`src/rtl/assert_macros.svh`:
```
// assertion macros shared by the rtl
`ifndef ASSERT_MACROS_SVH
`define ASSERT_MACROS_SVH

// same-cycle implication, checked while out of reset
`define PCP_ASSERT_NOW(label, ante, cons) \
    label: assert property (@(posedge clk) disable iff (!rst_n) (ante) |-> (cons)) \
        else $error("pcp assertion failed");

// next-cycle implication, checked while out of reset
`define PCP_ASSERT_NEXT(label, ante, cons) \
    label: assert property (@(posedge clk) disable iff (!rst_n) (ante) |=> (cons)) \
        else $error("pcp assertion failed");

`endif

```
`src/rtl/pcp_pkg.sv`:
```
// types, constants and register codes of the coincidence preselect
`default_nettype none

package pcp_pkg;

    localparam int DEF_MAX_PULSES   = 32;
    localparam int DEF_NUM_GROUPS   = 2;
    localparam int DEF_NUM_CHANNELS = 64;

    // the register map carries two group masks
    localparam int GROUP_LIMIT = 2;

    localparam int CFG_INDEX_W = 3;
    localparam int CFG_DATA_W  = 64;

    localparam logic signed [19:0] TIME_LOW_RST  = 20'sd0;
    localparam logic signed [19:0] TIME_HIGH_RST = 20'sd524287;
    localparam logic [15:0]        PE_MIN_RST    = 16'd0;
    localparam logic [1:0]         GROUP_CNT_RST = 2'd1;

    typedef enum logic [CFG_INDEX_W-1:0] {
        REG_TIME_LOW        = 3'd0,
        REG_TIME_HIGH       = 3'd1,
        REG_PE_MIN          = 3'd2,
        REG_GROUP_ZERO_MASK = 3'd3,
        REG_GROUP_ONE_MASK  = 3'd4,
        REG_GROUP_COUNT     = 3'd5
    } cfg_reg_t;

    typedef enum logic [1:0] {
        ST_IDLE  = 2'd0,
        ST_GROUP = 2'd1,
        ST_READ  = 2'd2,
        ST_CHECK = 2'd3
    } pcp_state_t;

    typedef struct packed {
        logic               pulse_present;
        logic [5:0]         channel;
        logic signed [15:0] height;
        logic signed [19:0] arrival;
        logic [15:0]        photoelectrons;
        logic signed [19:0] arrival_calibrated;
        logic               event_end;
    } pulse_beat_t;

    typedef struct packed {
        logic               group_index;
        logic               passed;
        logic               carries_pulse;
        logic [5:0]         out_channel;
        logic signed [15:0] out_height;
        logic signed [19:0] out_arrival;
        logic [15:0]        out_photoelectrons;
        logic signed [19:0] out_arrival_calibrated;
        logic               overflowed;
        logic               run_last;
    } result_beat_t;

    typedef struct packed {
        logic [5:0]             channel;
        logic signed [15:0]     height;
        logic signed [19:0]     arrival;
        logic [15:0]            photoelectrons;
        logic signed [19:0]     arrival_calibrated;
        logic [GROUP_LIMIT-1:0] keep;
    } pulse_entry_t;

endpackage

`default_nettype wire

```
`src/rtl/pcp_stream_if.sv`:
```
// valid/ready stream channel carrying one payload beat
`default_nettype none

interface pcp_stream_if #(
    parameter type payload_t = logic
);
    logic     valid;
    logic     ready;
    payload_t payload;

    modport source (output valid, output payload, input ready);
    modport sink (input valid, input payload, output ready);
endinterface

`default_nettype wire

```
`src/rtl/pulse_coincidence_preselect_unit.sv`:
```
// top level of the multichannel coincidence preselect
//
//  port        dir  beat
//  pulse_in    in   pcp_pkg::pulse_beat_t, one detector pulse or an event close
//  result_out  out  pcp_pkg::result_beat_t, one group result or one kept pulse
//  cfg_*       in   register write, index and 64 bit data
//
// a pulse is taken every cycle while no event is being reported
// an event close visits each group in turn, then walks the store entries up to
// the group's last kept pulse, with one memory read plus one check per entry
// a stalled result port holds the walk; a pulse beat may be taken while the
// last result of an event still waits in the output register
// reset clears event state and registers; the store needs no clearing
`default_nettype none
`include "assert_macros.svh"

module pulse_coincidence_preselect_unit #(
    parameter int MAX_PULSES   = pcp_pkg::DEF_MAX_PULSES,
    parameter int NUM_GROUPS   = pcp_pkg::DEF_NUM_GROUPS,
    parameter int NUM_CHANNELS = pcp_pkg::DEF_NUM_CHANNELS
) (
    input  wire logic                               clk,
    input  wire logic                               rst_n,
    pcp_stream_if.sink                              pulse_in,
    pcp_stream_if.source                            result_out,
    input  wire logic                               cfg_we,
    input  wire logic [pcp_pkg::CFG_INDEX_W-1:0]    cfg_index,
    input  wire logic [pcp_pkg::CFG_DATA_W-1:0]     cfg_data
);

    localparam int AW = (MAX_PULSES > 1) ? $clog2(MAX_PULSES) : 1;
    localparam int CW = $clog2(MAX_PULSES + 1);
    localparam int GL = pcp_pkg::GROUP_LIMIT;
    localparam logic [1:0] NG_CAP =
        (NUM_GROUPS < GL) ? 2'(NUM_GROUPS) : 2'(GL);

    // configuration
    logic signed [19:0]      time_low_reg;
    logic signed [19:0]      time_high_reg;
    logic [15:0]             pe_min_reg;
    logic [NUM_CHANNELS-1:0] grp_mask_reg [GL];
    logic [1:0]              group_count_reg;

    // event state
    pcp_pkg::pcp_state_t     state_reg, state_next;
    logic                    grp_reg;
    logic [AW-1:0]           ptr_reg;
    logic [CW-1:0]           count_reg;
    logic                    ovf_reg;
    logic [NUM_CHANNELS-1:0] hit_reg [GL];
    logic [GL-1:0]           kept_any_reg;
    logic [AW-1:0]           last_kept_reg [GL];

    // output stage
    logic                    out_valid_reg;
    pcp_pkg::result_beat_t   out_data_reg;

    pcp_pkg::pulse_beat_t    in_beat;
    pcp_pkg::pulse_entry_t   wr_entry;
    pcp_pkg::pulse_entry_t   rd_entry;
    logic                    in_acc;
    logic                    store_wr;
    logic                    cuts;
    logic [NUM_CHANNELS-1:0] chbit;
    logic [GL-1:0]           keep;
    logic [1:0]              ng;
    logic                    last_group;
    logic [NUM_CHANNELS-1:0] cur_mask;
    logic                    pass;
    logic                    grp_has;
    logic                    entry_hit;
    logic                    at_end;
    logic                    out_free;

    logic                    load_marker;
    logic                    load_pulse;
    logic                    step_done;
    logic                    finish;
    logic                    ptr_adv;
    logic                    ptr_zero;
    logic                    rd_en;

    // configuration writes
    always_ff @(posedge clk or negedge rst_n)
    begin
        if (!rst_n)
        begin
            time_low_reg    <= pcp_pkg::TIME_LOW_RST;
            time_high_reg   <= pcp_pkg::TIME_HIGH_RST;
            pe_min_reg      <= pcp_pkg::PE_MIN_RST;
            grp_mask_reg[0] <= '0;
            grp_mask_reg[1] <= '0;
            group_count_reg <= pcp_pkg::GROUP_CNT_RST;
        end
        else if (cfg_we)
        begin
            case (pcp_pkg::cfg_reg_t'(cfg_index))
                pcp_pkg::REG_TIME_LOW:        time_low_reg    <= cfg_data[19:0];
                pcp_pkg::REG_TIME_HIGH:       time_high_reg   <= cfg_data[19:0];
                pcp_pkg::REG_PE_MIN:          pe_min_reg      <= cfg_data[15:0];
                pcp_pkg::REG_GROUP_ZERO_MASK: grp_mask_reg[0] <= cfg_data[NUM_CHANNELS-1:0];
                pcp_pkg::REG_GROUP_ONE_MASK:  grp_mask_reg[1] <= cfg_data[NUM_CHANNELS-1:0];
                pcp_pkg::REG_GROUP_COUNT:     group_count_reg <= cfg_data[1:0];
                default:                      ;
            endcase
        end
    end

    // active group count: zero acts as one, capped by the map and the build
    always_comb
    begin
        ng = (group_count_reg == 2'd0) ? 2'd1 :
             (group_count_reg > 2'd2)  ? 2'd2 : group_count_reg;
        if (ng > NG_CAP)
        begin
            ng = NG_CAP;
        end
    end

    // ingest
    assign in_beat  = pulse_in.payload;
    assign in_acc   = pulse_in.valid && pulse_in.ready;
    assign store_wr = in_acc && in_beat.pulse_present && (count_reg < CW'(MAX_PULSES));

    assign cuts  = (in_beat.arrival > time_low_reg) && (in_beat.arrival < time_high_reg)
                   && (in_beat.photoelectrons > pe_min_reg);
    assign chbit = NUM_CHANNELS'(64'd1 << in_beat.channel);

    always_comb
    begin
        for (int g = 0; g < GL; g++)
        begin
            keep[g] = cuts && (2'(g) < ng) && (|(grp_mask_reg[g] & chbit));
        end
    end

    always_comb
    begin
        wr_entry.channel            = in_beat.channel;
        wr_entry.height             = in_beat.height;
        wr_entry.arrival            = in_beat.arrival;
        wr_entry.photoelectrons     = in_beat.photoelectrons;
        wr_entry.arrival_calibrated = in_beat.arrival_calibrated;
        wr_entry.keep               = keep;
    end

    pcp_pulse_store #(
        .DEPTH (MAX_PULSES),
        .AW    (AW)
    ) u_store (
        .clk     (clk),
        .wr_en   (store_wr),
        .wr_addr (count_reg[AW-1:0]),
        .wr_data (wr_entry),
        .rd_en   (rd_en),
        .rd_addr (ptr_reg),
        .rd_data (rd_entry)
    );

    // reporting conditions
    assign last_group = (ng == 2'd1) || grp_reg;
    assign cur_mask   = grp_mask_reg[grp_reg];
    assign pass       = (hit_reg[grp_reg] & cur_mask) == cur_mask;
    assign grp_has    = pass && kept_any_reg[grp_reg];
    assign entry_hit  = rd_entry.keep[grp_reg];
    assign at_end     = ptr_reg == last_kept_reg[grp_reg];
    assign out_free   = !out_valid_reg || result_out.ready;

    // next state
    always_comb
    begin
        state_next = state_reg;
        case (state_reg)
            pcp_pkg::ST_IDLE:
            begin
                if (in_acc && in_beat.event_end)
                begin
                    state_next = pcp_pkg::ST_GROUP;
                end
            end
            pcp_pkg::ST_GROUP:
            begin
                if (grp_has)
                begin
                    state_next = pcp_pkg::ST_READ;
                end
                else if (out_free && last_group)
                begin
                    state_next = pcp_pkg::ST_IDLE;
                end
            end
            pcp_pkg::ST_READ:
            begin
                state_next = pcp_pkg::ST_CHECK;
            end
            pcp_pkg::ST_CHECK:
            begin
                if (!entry_hit || out_free)
                begin
                    if (!at_end)
                    begin
                        state_next = pcp_pkg::ST_READ;
                    end
                    else if (last_group)
                    begin
                        state_next = pcp_pkg::ST_IDLE;
                    end
                    else
                    begin
                        state_next = pcp_pkg::ST_GROUP;
                    end
                end
            end
            default:
            begin
                state_next = pcp_pkg::ST_IDLE;
            end
        endcase
    end

    // state outputs
    always_comb
    begin
        load_marker = 1'b0;
        load_pulse  = 1'b0;
        step_done   = 1'b0;
        ptr_adv     = 1'b0;
        ptr_zero    = 1'b0;
        rd_en       = 1'b0;
        case (state_reg)
            pcp_pkg::ST_IDLE:
            begin
            end
            pcp_pkg::ST_GROUP:
            begin
                ptr_zero    = grp_has;
                load_marker = !grp_has && out_free;
                step_done   = !grp_has && out_free;
            end
            pcp_pkg::ST_READ:
            begin
                rd_en = 1'b1;
            end
            pcp_pkg::ST_CHECK:
            begin
                load_pulse = entry_hit && out_free;
                step_done  = (!entry_hit || out_free) && at_end;
                ptr_adv    = (!entry_hit || out_free) && !at_end;
            end
            default:
            begin
            end
        endcase
    end

    assign finish = step_done && last_group;
    assign pulse_in.ready = (state_reg == pcp_pkg::ST_IDLE);

    // control and event state
    always_ff @(posedge clk or negedge rst_n)
    begin
        if (!rst_n)
        begin
            state_reg        <= pcp_pkg::ST_IDLE;
            grp_reg          <= 1'b0;
            ptr_reg          <= '0;
            count_reg        <= '0;
            ovf_reg          <= 1'b0;
            kept_any_reg     <= '0;
            for (int g = 0; g < GL; g++)
            begin
                hit_reg[g]       <= '0;
                last_kept_reg[g] <= '0;
            end
        end
        else
        begin
            state_reg <= state_next;
            if (in_acc && in_beat.event_end)
            begin
                grp_reg <= 1'b0;
            end
            else if (step_done && !last_group)
            begin
                grp_reg <= 1'b1;
            end
            if (ptr_zero)
            begin
                ptr_reg <= '0;
            end
            else if (ptr_adv)
            begin
                ptr_reg <= AW'(ptr_reg + 1'b1);
            end
            if (finish)
            begin
                count_reg    <= '0;
                ovf_reg      <= 1'b0;
                kept_any_reg <= '0;
                for (int g = 0; g < GL; g++)
                begin
                    hit_reg[g] <= '0;
                end
            end
            else if (store_wr)
            begin
                count_reg <= CW'(count_reg + 1'b1);
                for (int g = 0; g < GL; g++)
                begin
                    if (keep[g])
                    begin
                        hit_reg[g]       <= hit_reg[g] | chbit;
                        kept_any_reg[g]  <= 1'b1;
                        last_kept_reg[g] <= count_reg[AW-1:0];
                    end
                end
            end
            else if (in_acc && in_beat.pulse_present)
            begin
                ovf_reg <= 1'b1;
            end
        end
    end

    // output register
    always_ff @(posedge clk or negedge rst_n)
    begin
        if (!rst_n)
        begin
            out_valid_reg <= 1'b0;
        end
        else if (load_marker || load_pulse)
        begin
            out_valid_reg <= 1'b1;
        end
        else if (result_out.ready)
        begin
            out_valid_reg <= 1'b0;
        end
    end

    always_ff @(posedge clk)
    begin
        if (load_marker)
        begin
            out_data_reg                        <= '0;
            out_data_reg.group_index            <= grp_reg;
            out_data_reg.passed                 <= pass;
            out_data_reg.overflowed             <= ovf_reg;
            out_data_reg.run_last               <= last_group;
        end
        else if (load_pulse)
        begin
            out_data_reg.group_index            <= grp_reg;
            out_data_reg.passed                 <= 1'b1;
            out_data_reg.carries_pulse          <= 1'b1;
            out_data_reg.out_channel            <= rd_entry.channel;
            out_data_reg.out_height             <= rd_entry.height;
            out_data_reg.out_arrival            <= rd_entry.arrival;
            out_data_reg.out_photoelectrons     <= rd_entry.photoelectrons;
            out_data_reg.out_arrival_calibrated <= rd_entry.arrival_calibrated;
            out_data_reg.overflowed             <= ovf_reg;
            out_data_reg.run_last               <= at_end && last_group;
        end
    end

    assign result_out.valid   = out_valid_reg;
    assign result_out.payload = out_data_reg;

    // checks
    `PCP_ASSERT_NOW(a_count_bound, 1'b1, count_reg <= CW'(MAX_PULSES))
    `PCP_ASSERT_NEXT(a_close_starts_report, in_acc && in_beat.event_end,
        state_reg == pcp_pkg::ST_GROUP)
    `PCP_ASSERT_NEXT(a_finish_clears, finish,
        state_reg == pcp_pkg::ST_IDLE && count_reg == '0 && !ovf_reg)
    `PCP_ASSERT_NOW(a_walk_bound, state_reg == pcp_pkg::ST_CHECK,
        ptr_reg <= last_kept_reg[grp_reg])

endmodule

`default_nettype wire

```
`src/rtl/pcp_pulse_store.sv`:
```
// pulse store memory, one write and one registered read port
`default_nettype none

module pcp_pulse_store #(
    parameter int DEPTH = pcp_pkg::DEF_MAX_PULSES,
    parameter int AW    = (DEPTH > 1) ? $clog2(DEPTH) : 1
) (
    input  wire logic                 clk,
    input  wire logic                 wr_en,
    input  wire logic [AW-1:0]        wr_addr,
    input  wire pcp_pkg::pulse_entry_t wr_data,
    input  wire logic                 rd_en,
    input  wire logic [AW-1:0]        rd_addr,
    output pcp_pkg::pulse_entry_t     rd_data
);

    pcp_pkg::pulse_entry_t mem [DEPTH];
    pcp_pkg::pulse_entry_t rd_data_reg;

    always_ff @(posedge clk)
    begin
        if (wr_en)
        begin
            mem[wr_addr] <= wr_data;
        end
    end

    always_ff @(posedge clk)
    begin
        if (rd_en)
        begin
            rd_data_reg <= mem[rd_addr];
        end
    end

    assign rd_data = rd_data_reg;

endmodule

`default_nettype wire

```
`src/flat_wrapper.sv`:
```
// flat-port wrapper written by rule: the top's interface ports become plain ports
module pulse_coincidence_preselect_unit_flat 
#(
    parameter int MAX_PULSES   = pcp_pkg::DEF_MAX_PULSES,
    parameter int NUM_GROUPS   = pcp_pkg::DEF_NUM_GROUPS,
    parameter int NUM_CHANNELS = pcp_pkg::DEF_NUM_CHANNELS
)
  (clk, rst_n, cfg_we, cfg_index, cfg_data, pulse_in_valid, pulse_in_payload, pulse_in_ready, result_out_valid, result_out_payload, result_out_ready);
  pcp_stream_if #(.payload_t(pcp_pkg::pulse_beat_t)) pulse_in_i ();
  pcp_stream_if #(.payload_t(pcp_pkg::result_beat_t)) result_out_i ();
  input  wire logic clk;
  input  wire logic rst_n;
  input  wire logic cfg_we;
  input  wire logic [pcp_pkg::CFG_INDEX_W-1:0] cfg_index;
  input  wire logic [pcp_pkg::CFG_DATA_W-1:0] cfg_data;
  input wire logic [$bits(pulse_in_i.valid)-1:0] pulse_in_valid;
  input wire logic [$bits(pulse_in_i.payload)-1:0] pulse_in_payload;
  output wire logic [$bits(pulse_in_i.ready)-1:0] pulse_in_ready;
  output wire logic [$bits(result_out_i.valid)-1:0] result_out_valid;
  output wire logic [$bits(result_out_i.payload)-1:0] result_out_payload;
  input wire logic [$bits(result_out_i.ready)-1:0] result_out_ready;
  assign pulse_in_i.valid = pulse_in_valid;
  assign pulse_in_i.payload = pulse_in_payload;
  assign pulse_in_ready = pulse_in_i.ready;
  assign result_out_valid = result_out_i.valid;
  assign result_out_payload = result_out_i.payload;
  assign result_out_i.ready = result_out_ready;
  pulse_coincidence_preselect_unit #(.MAX_PULSES(MAX_PULSES), .NUM_GROUPS(NUM_GROUPS), .NUM_CHANNELS(NUM_CHANNELS)) u_core (.clk(clk), .rst_n(rst_n), .pulse_in(pulse_in_i), .result_out(result_out_i), .cfg_we(cfg_we), .cfg_index(cfg_index), .cfg_data(cfg_data));
endmodule
```
`config.mk`:
```
export PLATFORM = sky130hd
export DESIGN_NAME = pulse_coincidence_preselect_unit_flat
export DESIGN_NICKNAME = d
export VERILOG_FILES = /design/src/rtl/pcp_pkg.sv /design/src/rtl/pcp_stream_if.sv /design/src/rtl/pulse_coincidence_preselect_unit.sv /design/src/rtl/pcp_pulse_store.sv /design/src/flat_wrapper.sv
export VERILOG_INCLUDE_DIRS = /design/src /design/src/rtl
export SDC_FILE = /design/constraint.sdc
export NUM_CORES = 2
export LEC_CHECK = 0
export BUFFER_PORTS_ARGS = -buffer_cell sky130_fd_sc_hd__buf_2
export CAP_MARGIN = 40
export CORE_MARGIN = 4
export CORE_UTILIZATION = 56
export DETAILED_ROUTE_END_ITERATION = 8
export PLACE_DENSITY = 0.85
export SYNTH_ARGS = -nofsm -noshare
export SYNTH_HDL_FRONTEND = slang
export SYNTH_HIERARCHICAL = 1
export SYNTH_SLANG_ARGS = --single-unit
```
`constraint.sdc`:
```
create_clock -name clk -period 5.5 [get_ports clk]
set_input_delay 1.1 -clock clk [delete_from_list [all_inputs] [get_ports clk]]
set_output_delay 1.1 -clock clk [all_outputs]
set_load 0.01 [all_outputs]
```
## After elaboration in Yosys (flattened, before gate mapping)

Memory sizes are Yosys's and may differ from the RTL's. A register that Yosys moved wholly into a read port is not among the register bits.
Index checks and enable logic that the tools add are counted.

| word-level totals | value |
|---|---|
| bits in registers | 425 |
| bits in latches | 0 |
| bits in writable memories | 2560 |
| ROM bits | 0 |
| input bits | 152 |
| output and inout bits | 85 |
| word-level logic and storage cells | 169 |
| memories | 1 |

| cells by class | value |
|---|---|
| add/subtract/negate cells | 2 |
| $mul | 0 |
| divide/modulo/power cells | 0 |
| $lt $le $gt $ge | 10 |
| equal/unequal tests | 15 |
| shifts and indexed selects | 1 |
| multiplexer cells | 52 |
| bitwise logic cells | 7 |
| reduce and logical (&&, ||, !) cells | 53 |

Memory list:

| memory | words | width | read ports | clocked after memory_dff | wr ports | RTL line | RTL |
|---|---|---|---|---|---|---|---|
| u_core.u_store.mem | 32 | 80 | 1 | 1 | 1 | pcp_pulse_store.sv:17 | `pcp_pkg::pulse_entry_t mem [DEPTH];` |

Operators with widths:

| kind | number |
|---|---|
| 2-to-1 mux 64 bit | 8 |
| 2-to-1 mux 128 bit | 2 |
| bitwise AND 64 bit | 3 |
| 2-to-1 mux 83 bit | 2 |
| OR 64 bit | 2 |
| OR reduction 64 bit | 2 |
| equality test 64 bit | 1 |
| left shift 1 x 6 -> 64 bit, first input constant | 1 |
| 2-to-1 mux 5 bit | 5 |
| 2-to-1 mux 1 bit | 21 |
| > comparator 20 bit | 1 |
| < comparator 20 bit | 1 |
| 2-to-1 mux 2 bit | 10 |
| logical AND 1 bit | 19 |
| AND reduction 2 bit | 9 |
| > comparator 16 bit | 1 |
| nonzero test 2 bit | 8 |
| 2-to-1 mux 6 bit | 2 |
| AND reduction 3 bit | 3 |
| case mux 2 bit (4 select lines) | 1 |
| adder 6 x 1 -> 6 bit, second input constant | 1 |
| equality test 3 x 2 -> 1 bit, second input constant | 2 |
| equality test 3 bit, second input constant | 2 |
| < comparator 6 bit, second input constant | 1 |
| other kinds (19) | 32 |

## Logic depth before layout (Yosys ltp)

| depth | value |
|---|---|
| word-level depth | 13 |
| mapped depth | 13 |
| depth with buffers taken out | 10 |

## Modules after synthesis

Netlist, hierarchy kept.

By module, submodules not included:

| module | instances | cells each | area an instance (sq um) | sequential area each (sq um) |
|---|---|---|---|---|
| pcp_pulse_store | 1 | 4682 | 99698.1 | 79276.0 |
| pulse_coincidence_preselect_unit | 1 | 1988 | 19834.0 | 10258.6 |

## Least setup slack after synthesis

OpenSTA, ideal clock, no wires.

| timing | value |
|---|---|
| path kind | input to register |
| start | in pulse_in_payload[79] |
| end | mem u_core/u_store/mem[12][0] (netlist bit), enable pin |
| library setup time | 0.519 ns |
| arrival time | 5.724 ns |
| required time | 4.981 ns |
| setup slack | -0.743 ns |
| stages on the path | 7 |
| buffers on the path | 2 |
| cell sequence | nand3_1 -> or2_2 -> clkbuf_1 -> inv_1 -> or3b_2 -> clkbuf_1 -> nor2_1 |

| on the way | value |
|---|---|
| cells in the longest elaborated chain, start to end | 4 |

Ends and longest elaborated chain:

| what | RTL line | RTL |
|---|---|---|
| start: declaration | flat_wrapper.sv:17 | `input wire logic [$bits(pulse_in_i.payload)-1:0] pulse_in_payload;` |
| logical AND 1 bit (2 in a row) | pulse_coincidence_preselect_unit.sv:123 | `assign store_wr = in_acc && in_beat.pulse_present && (count_reg < CW'(MAX_PULSES));` |
| named net u_core.store_wr | pulse_coincidence_preselect_unit.sv:62 | `logic store_wr;` |
| 2-to-1 mux 1 bit | pcp_pulse_store.sv:22 | `if (wr_en)` |
| 2-to-1 mux 1 bit (not written as such) | pcp_pulse_store.sv:24 | `mem[wr_addr] <= wr_data;` |
| end: declaration | pcp_pulse_store.sv:17 |  |

The timed path passes the listed nets, and every way through them passes these cells.

## Worst setup path in the final report

| timing | value |
|---|---|
| start | in pulse_in_payload[73] |
| end | reg u_core/hit_reg[112] (netlist bit) |

| on the way | value |
|---|---|
| cells in the longest elaborated chain, start to end | 6 |
| elaborated cells between the ends (all ways) | 10 |
| those cells by class | shift (1); mux (3); bitwise (2); reduce/logical (4) |

Ends and longest elaborated chain:

| what | RTL line | RTL |
|---|---|---|
| left shift 1 x 6 -> 64 bit (*) | pulse_coincidence_preselect_unit.sv:127 | `assign chbit = NUM_CHANNELS'(64'd1 << in_beat.channel);` |
| bitwise AND 64 bit | pulse_coincidence_preselect_unit.sv:133 | `keep[g] = cuts && (2'(g) < ng) && (\|(grp_mask_reg[g] & chbit));` |
| OR reduction 64 bit | pulse_coincidence_preselect_unit.sv:133 |  |
| logical AND 1 bit | pulse_coincidence_preselect_unit.sv:133 |  |
| nonzero test 2 bit (no line) | -- |  |
| AND reduction 2 bit (no line) | -- |  |
| end signal: indexed assignment | pulse_coincidence_preselect_unit.sv:312 | `hit_reg[g] <= hit_reg[g] \| chbit;` |
| end: declaration | pulse_coincidence_preselect_unit.sv:50 | `logic [NUM_CHANNELS-1:0] hit_reg [GL];` |

Every way passes the cells marked *; elsewhere a longest branch is shown, timed or not. The select of a mux whose other input is x is not followed.
A chain may end at the register's enable or synchronous reset.

==> reports/qor.yml <==
outcome:
  status: "completed"
job:
  cap_violations: 0
clock_network:
  clock-root-buffer: "clkbuf_16"
  post_cts_resized: 0
  cts_sinks: 3064
  clk_path_buf_depth: 4
  cts_tree: "done"
  post_cts_buffers: 0
  htreeDepth: 5
  cts_made_buffers: 315
  clock_latency_ns: 0.97
  clk_pin_slew_ns: 0.06
  ctsHoldBuffers: 0
sta:
  hold_viol_final: 0
  grt_setup_unrepaired: "no"
  min_period_ns: 4.06
  maxSlewHeadroom: 0.250
  slew_viol_final: 0
  finalCritPeriodShare: 0.737
  setup-tns-final_ns: 0
  setup_viol: 0
  fin_ws_ns: 1.44
  worst_pin_slew_ns: 1.12
  fmax_ghz: 0.247
  whs_ns: 0.288
  finClkSkew_ns: 0.0732
worst_hold_path:
  hold_path_class: "primary input to async pin"
floorplanning:
  rows: 169
  chipWidth_um: 470
  dieArea_um2: 221000
  pin_count: 237
  core_um2: 212000
  start_util: 0.563
  fp.dieH_um: 470
power_and_ir_drop:
  fin_total_pwr_mw: 50.1
  power.density_nw_per_um2: 369
  max-vdd-ir-drop_mv: 0.373
  p_leak_nw: 46.0
finish:
  final_core_util: 0.639
  fillers: 13400
  areaGrowthSynthToFinish_pct: 13.6
  largest_reg_flops: 2560
  fin_nets: 7296
  layout_common_cells: "edfxtp_1, mux2i_1, a22oi_1"
  layout_commonest_cell: "edfxtp_1"
  design_area_um2: 136000
  finalNonFillerCells: 10200
  drive_gt1_frac: 0.204
critical_path:
  start_kind: "primary input"
  timing.rr.start: "u_core/time_low_reg[10]$_DFFE_PN0P_"
  crit_fanout: 25
  crit_required_ns: 6.33
  end_kind: "flip-flop"
  crit_arrival_ns: 4.89
  path_class: "primary input to flip-flop"
  rr_endpoint: "u_core/hit_reg[112]$_DFFE_PN0P_"
  worstRegToRegCells: 11
  r2r_slack_ns: 1.55
detailed_routing:
  routed_via_density: 7.02
  avgRoutedWirePerCell_um: 36.4
  first_iter_violations: 12600
  ant_nets: 0
  vias: 71400
  dr.pass1.iters: 7
  wl_mm: 371
  post-route-drc-count: 0
synthesis:
  yosys_warnings: 6
  syn_area_per_cell_um2: 17.9
  synth_edf_count: 2644
  synth-seq-cells: 3064
  syn_inst: 6670
  ys_types: 97
  syn_area_um2: 120000
  synth_nets: 6879
  async_flop_share: 0.111
  synth_ff_type: "edfxtp_1"
  ys_seq_area_frac: 0.749
global_route:
  grt_use_total: 0.325
  grt_pass1_wl_mm: 516
  antenna_found_initial: 35
  grt_pass1_vias: 71800
  grt_max_degree: 141
  gr-total-overflow: 0
placed_design:
  port_buffers: 236
  placedCellCount: 9589
  hpwlAfterDp_mm: 195
  postPlaceCellArea_um2: 126000
  pre_cts_ws_ns: 0.739
  routabilityCongestion: 0.934
## cell type report
cell class	instances	area [um^2]	area share
Clock inverter	150	1340	0.00984
Timing Repair Buffer	479	4160	0.0306
Tap cell	2821	3530	0.0260
Multi-Input combinational cell	3098	28000	0.206
Antenna cell	23	57.6	0.000424
Clock buffer	408	8620	0.0635
Sequential cell	3064	89600	0.660
Inverter	129	484	0.00357
## logic make-up (layout without fill, tap and decap cells)
family	count (synthesis)	count (layout)	synth area share
adder cells (fa/ha/maj)	57	57	0.00597
buffers and inverters	508	1166	0.0202
AND/OR/NAND/NOR	944	944	0.0392
AO/OA/AOI/OAI	989	989	0.0580
other	0	23	0
flip-flops	3064	3064	0.749
XOR/XNOR	13	13	0.000953
multiplexers	1095	1095	0.127
## worst max-delay path by stage
stage | from | end | slack, ns | depth (start not counted)
after global placement | pulse_in_payload[73] | u_core/hit_reg[127]$_DFFE_PN0P_ | 0.77 | 10
after detailed placement | pulse_in_payload[73] | u_core/hit_reg[112]$_DFFE_PN0P_ | 0.74 | 10
after floorplan | pulse_in_payload[79] | u_core/u_store/mem[12][0]$_DFFE_PP_ | -0.74 | 7
final | pulse_in_payload[73] | u_core/hit_reg[112]$_DFFE_PN0P_ | 1.44 | 10
after global routing | u_core/time_low_reg[10]$_DFFE_PN0P_ | u_core/u_store/mem[7][0]$_DFFE_PP_ | 1.51 | 10
after CTS | u_core/time_low_reg[10]$_DFFE_PN0P_ | u_core/hit_reg[112]$_DFFE_PN0P_ | 1.56 | 11
## cell usage after synthesis, drive strengths merged, types with 7 or more instances
library cell	number	area share
a22o	46	0.0034
nor4b	7	0.00087
dfstp	19	0.0042
edfxtp	2644	0.66
nor3	15	0.00067
o32ai	8	0.00059
and2	14	0.00073
o21ai	160	0.0073
nor2b	27	0.0014
o22ai	29	0.0017
o2111ai	20	0.0015
mux4	320	0.060
nand3	186	0.0081
nand3b	7	0.00044
a22oi	450	0.028
nand2b	64	0.0033
mux2	119	0.011
dfxtp	79	0.013
nor4	15	0.00096
a32oi	9	0.00066
buf	210	0.011
xnor2	7	0.00051
ha	57	0.0060
nor2	88	0.0029
nand4	67	0.0038
a21o	7	0.00044
clkbuf	169	0.0053
o31ai	51	0.0033
nand2	414	0.013
a21oi	117	0.0049
inv	129	0.0041
a31oi	51	0.0027
dfrtp	322	0.067
mux2i	656	0.055
## critical path, stage by stage
cell and delay (ns):
buf_2 0.66, and2b_1 0.41, nand2_1 0.45, o22ai_1 0.31, a21oi_1 0.10, and3_1 0.26, a211oi_4 0.74, buf_4 0.27
nand3_4 0.24, o21ai_1 0.27
## routing by layer
metal,global-route usage,vias to the layer above,share of wire
met5,0,-,0.00036
li1,-,27500,-
met3,0.0945,1522,0.15
met4,0.181,20,0.070
met2,0.499,6852,0.46
met1,0.419,35500,0.32
## report_power, final
part	switching, mW	internal [mW]	total [mW]
Clock	9.02	12.1	21.1
Combinational	1.89	0.729	2.62
Sequential	0.485	25.9	26.4
Total	11.4	38.7	50.1
No activity file was read; power rests on OpenSTA's default activity.
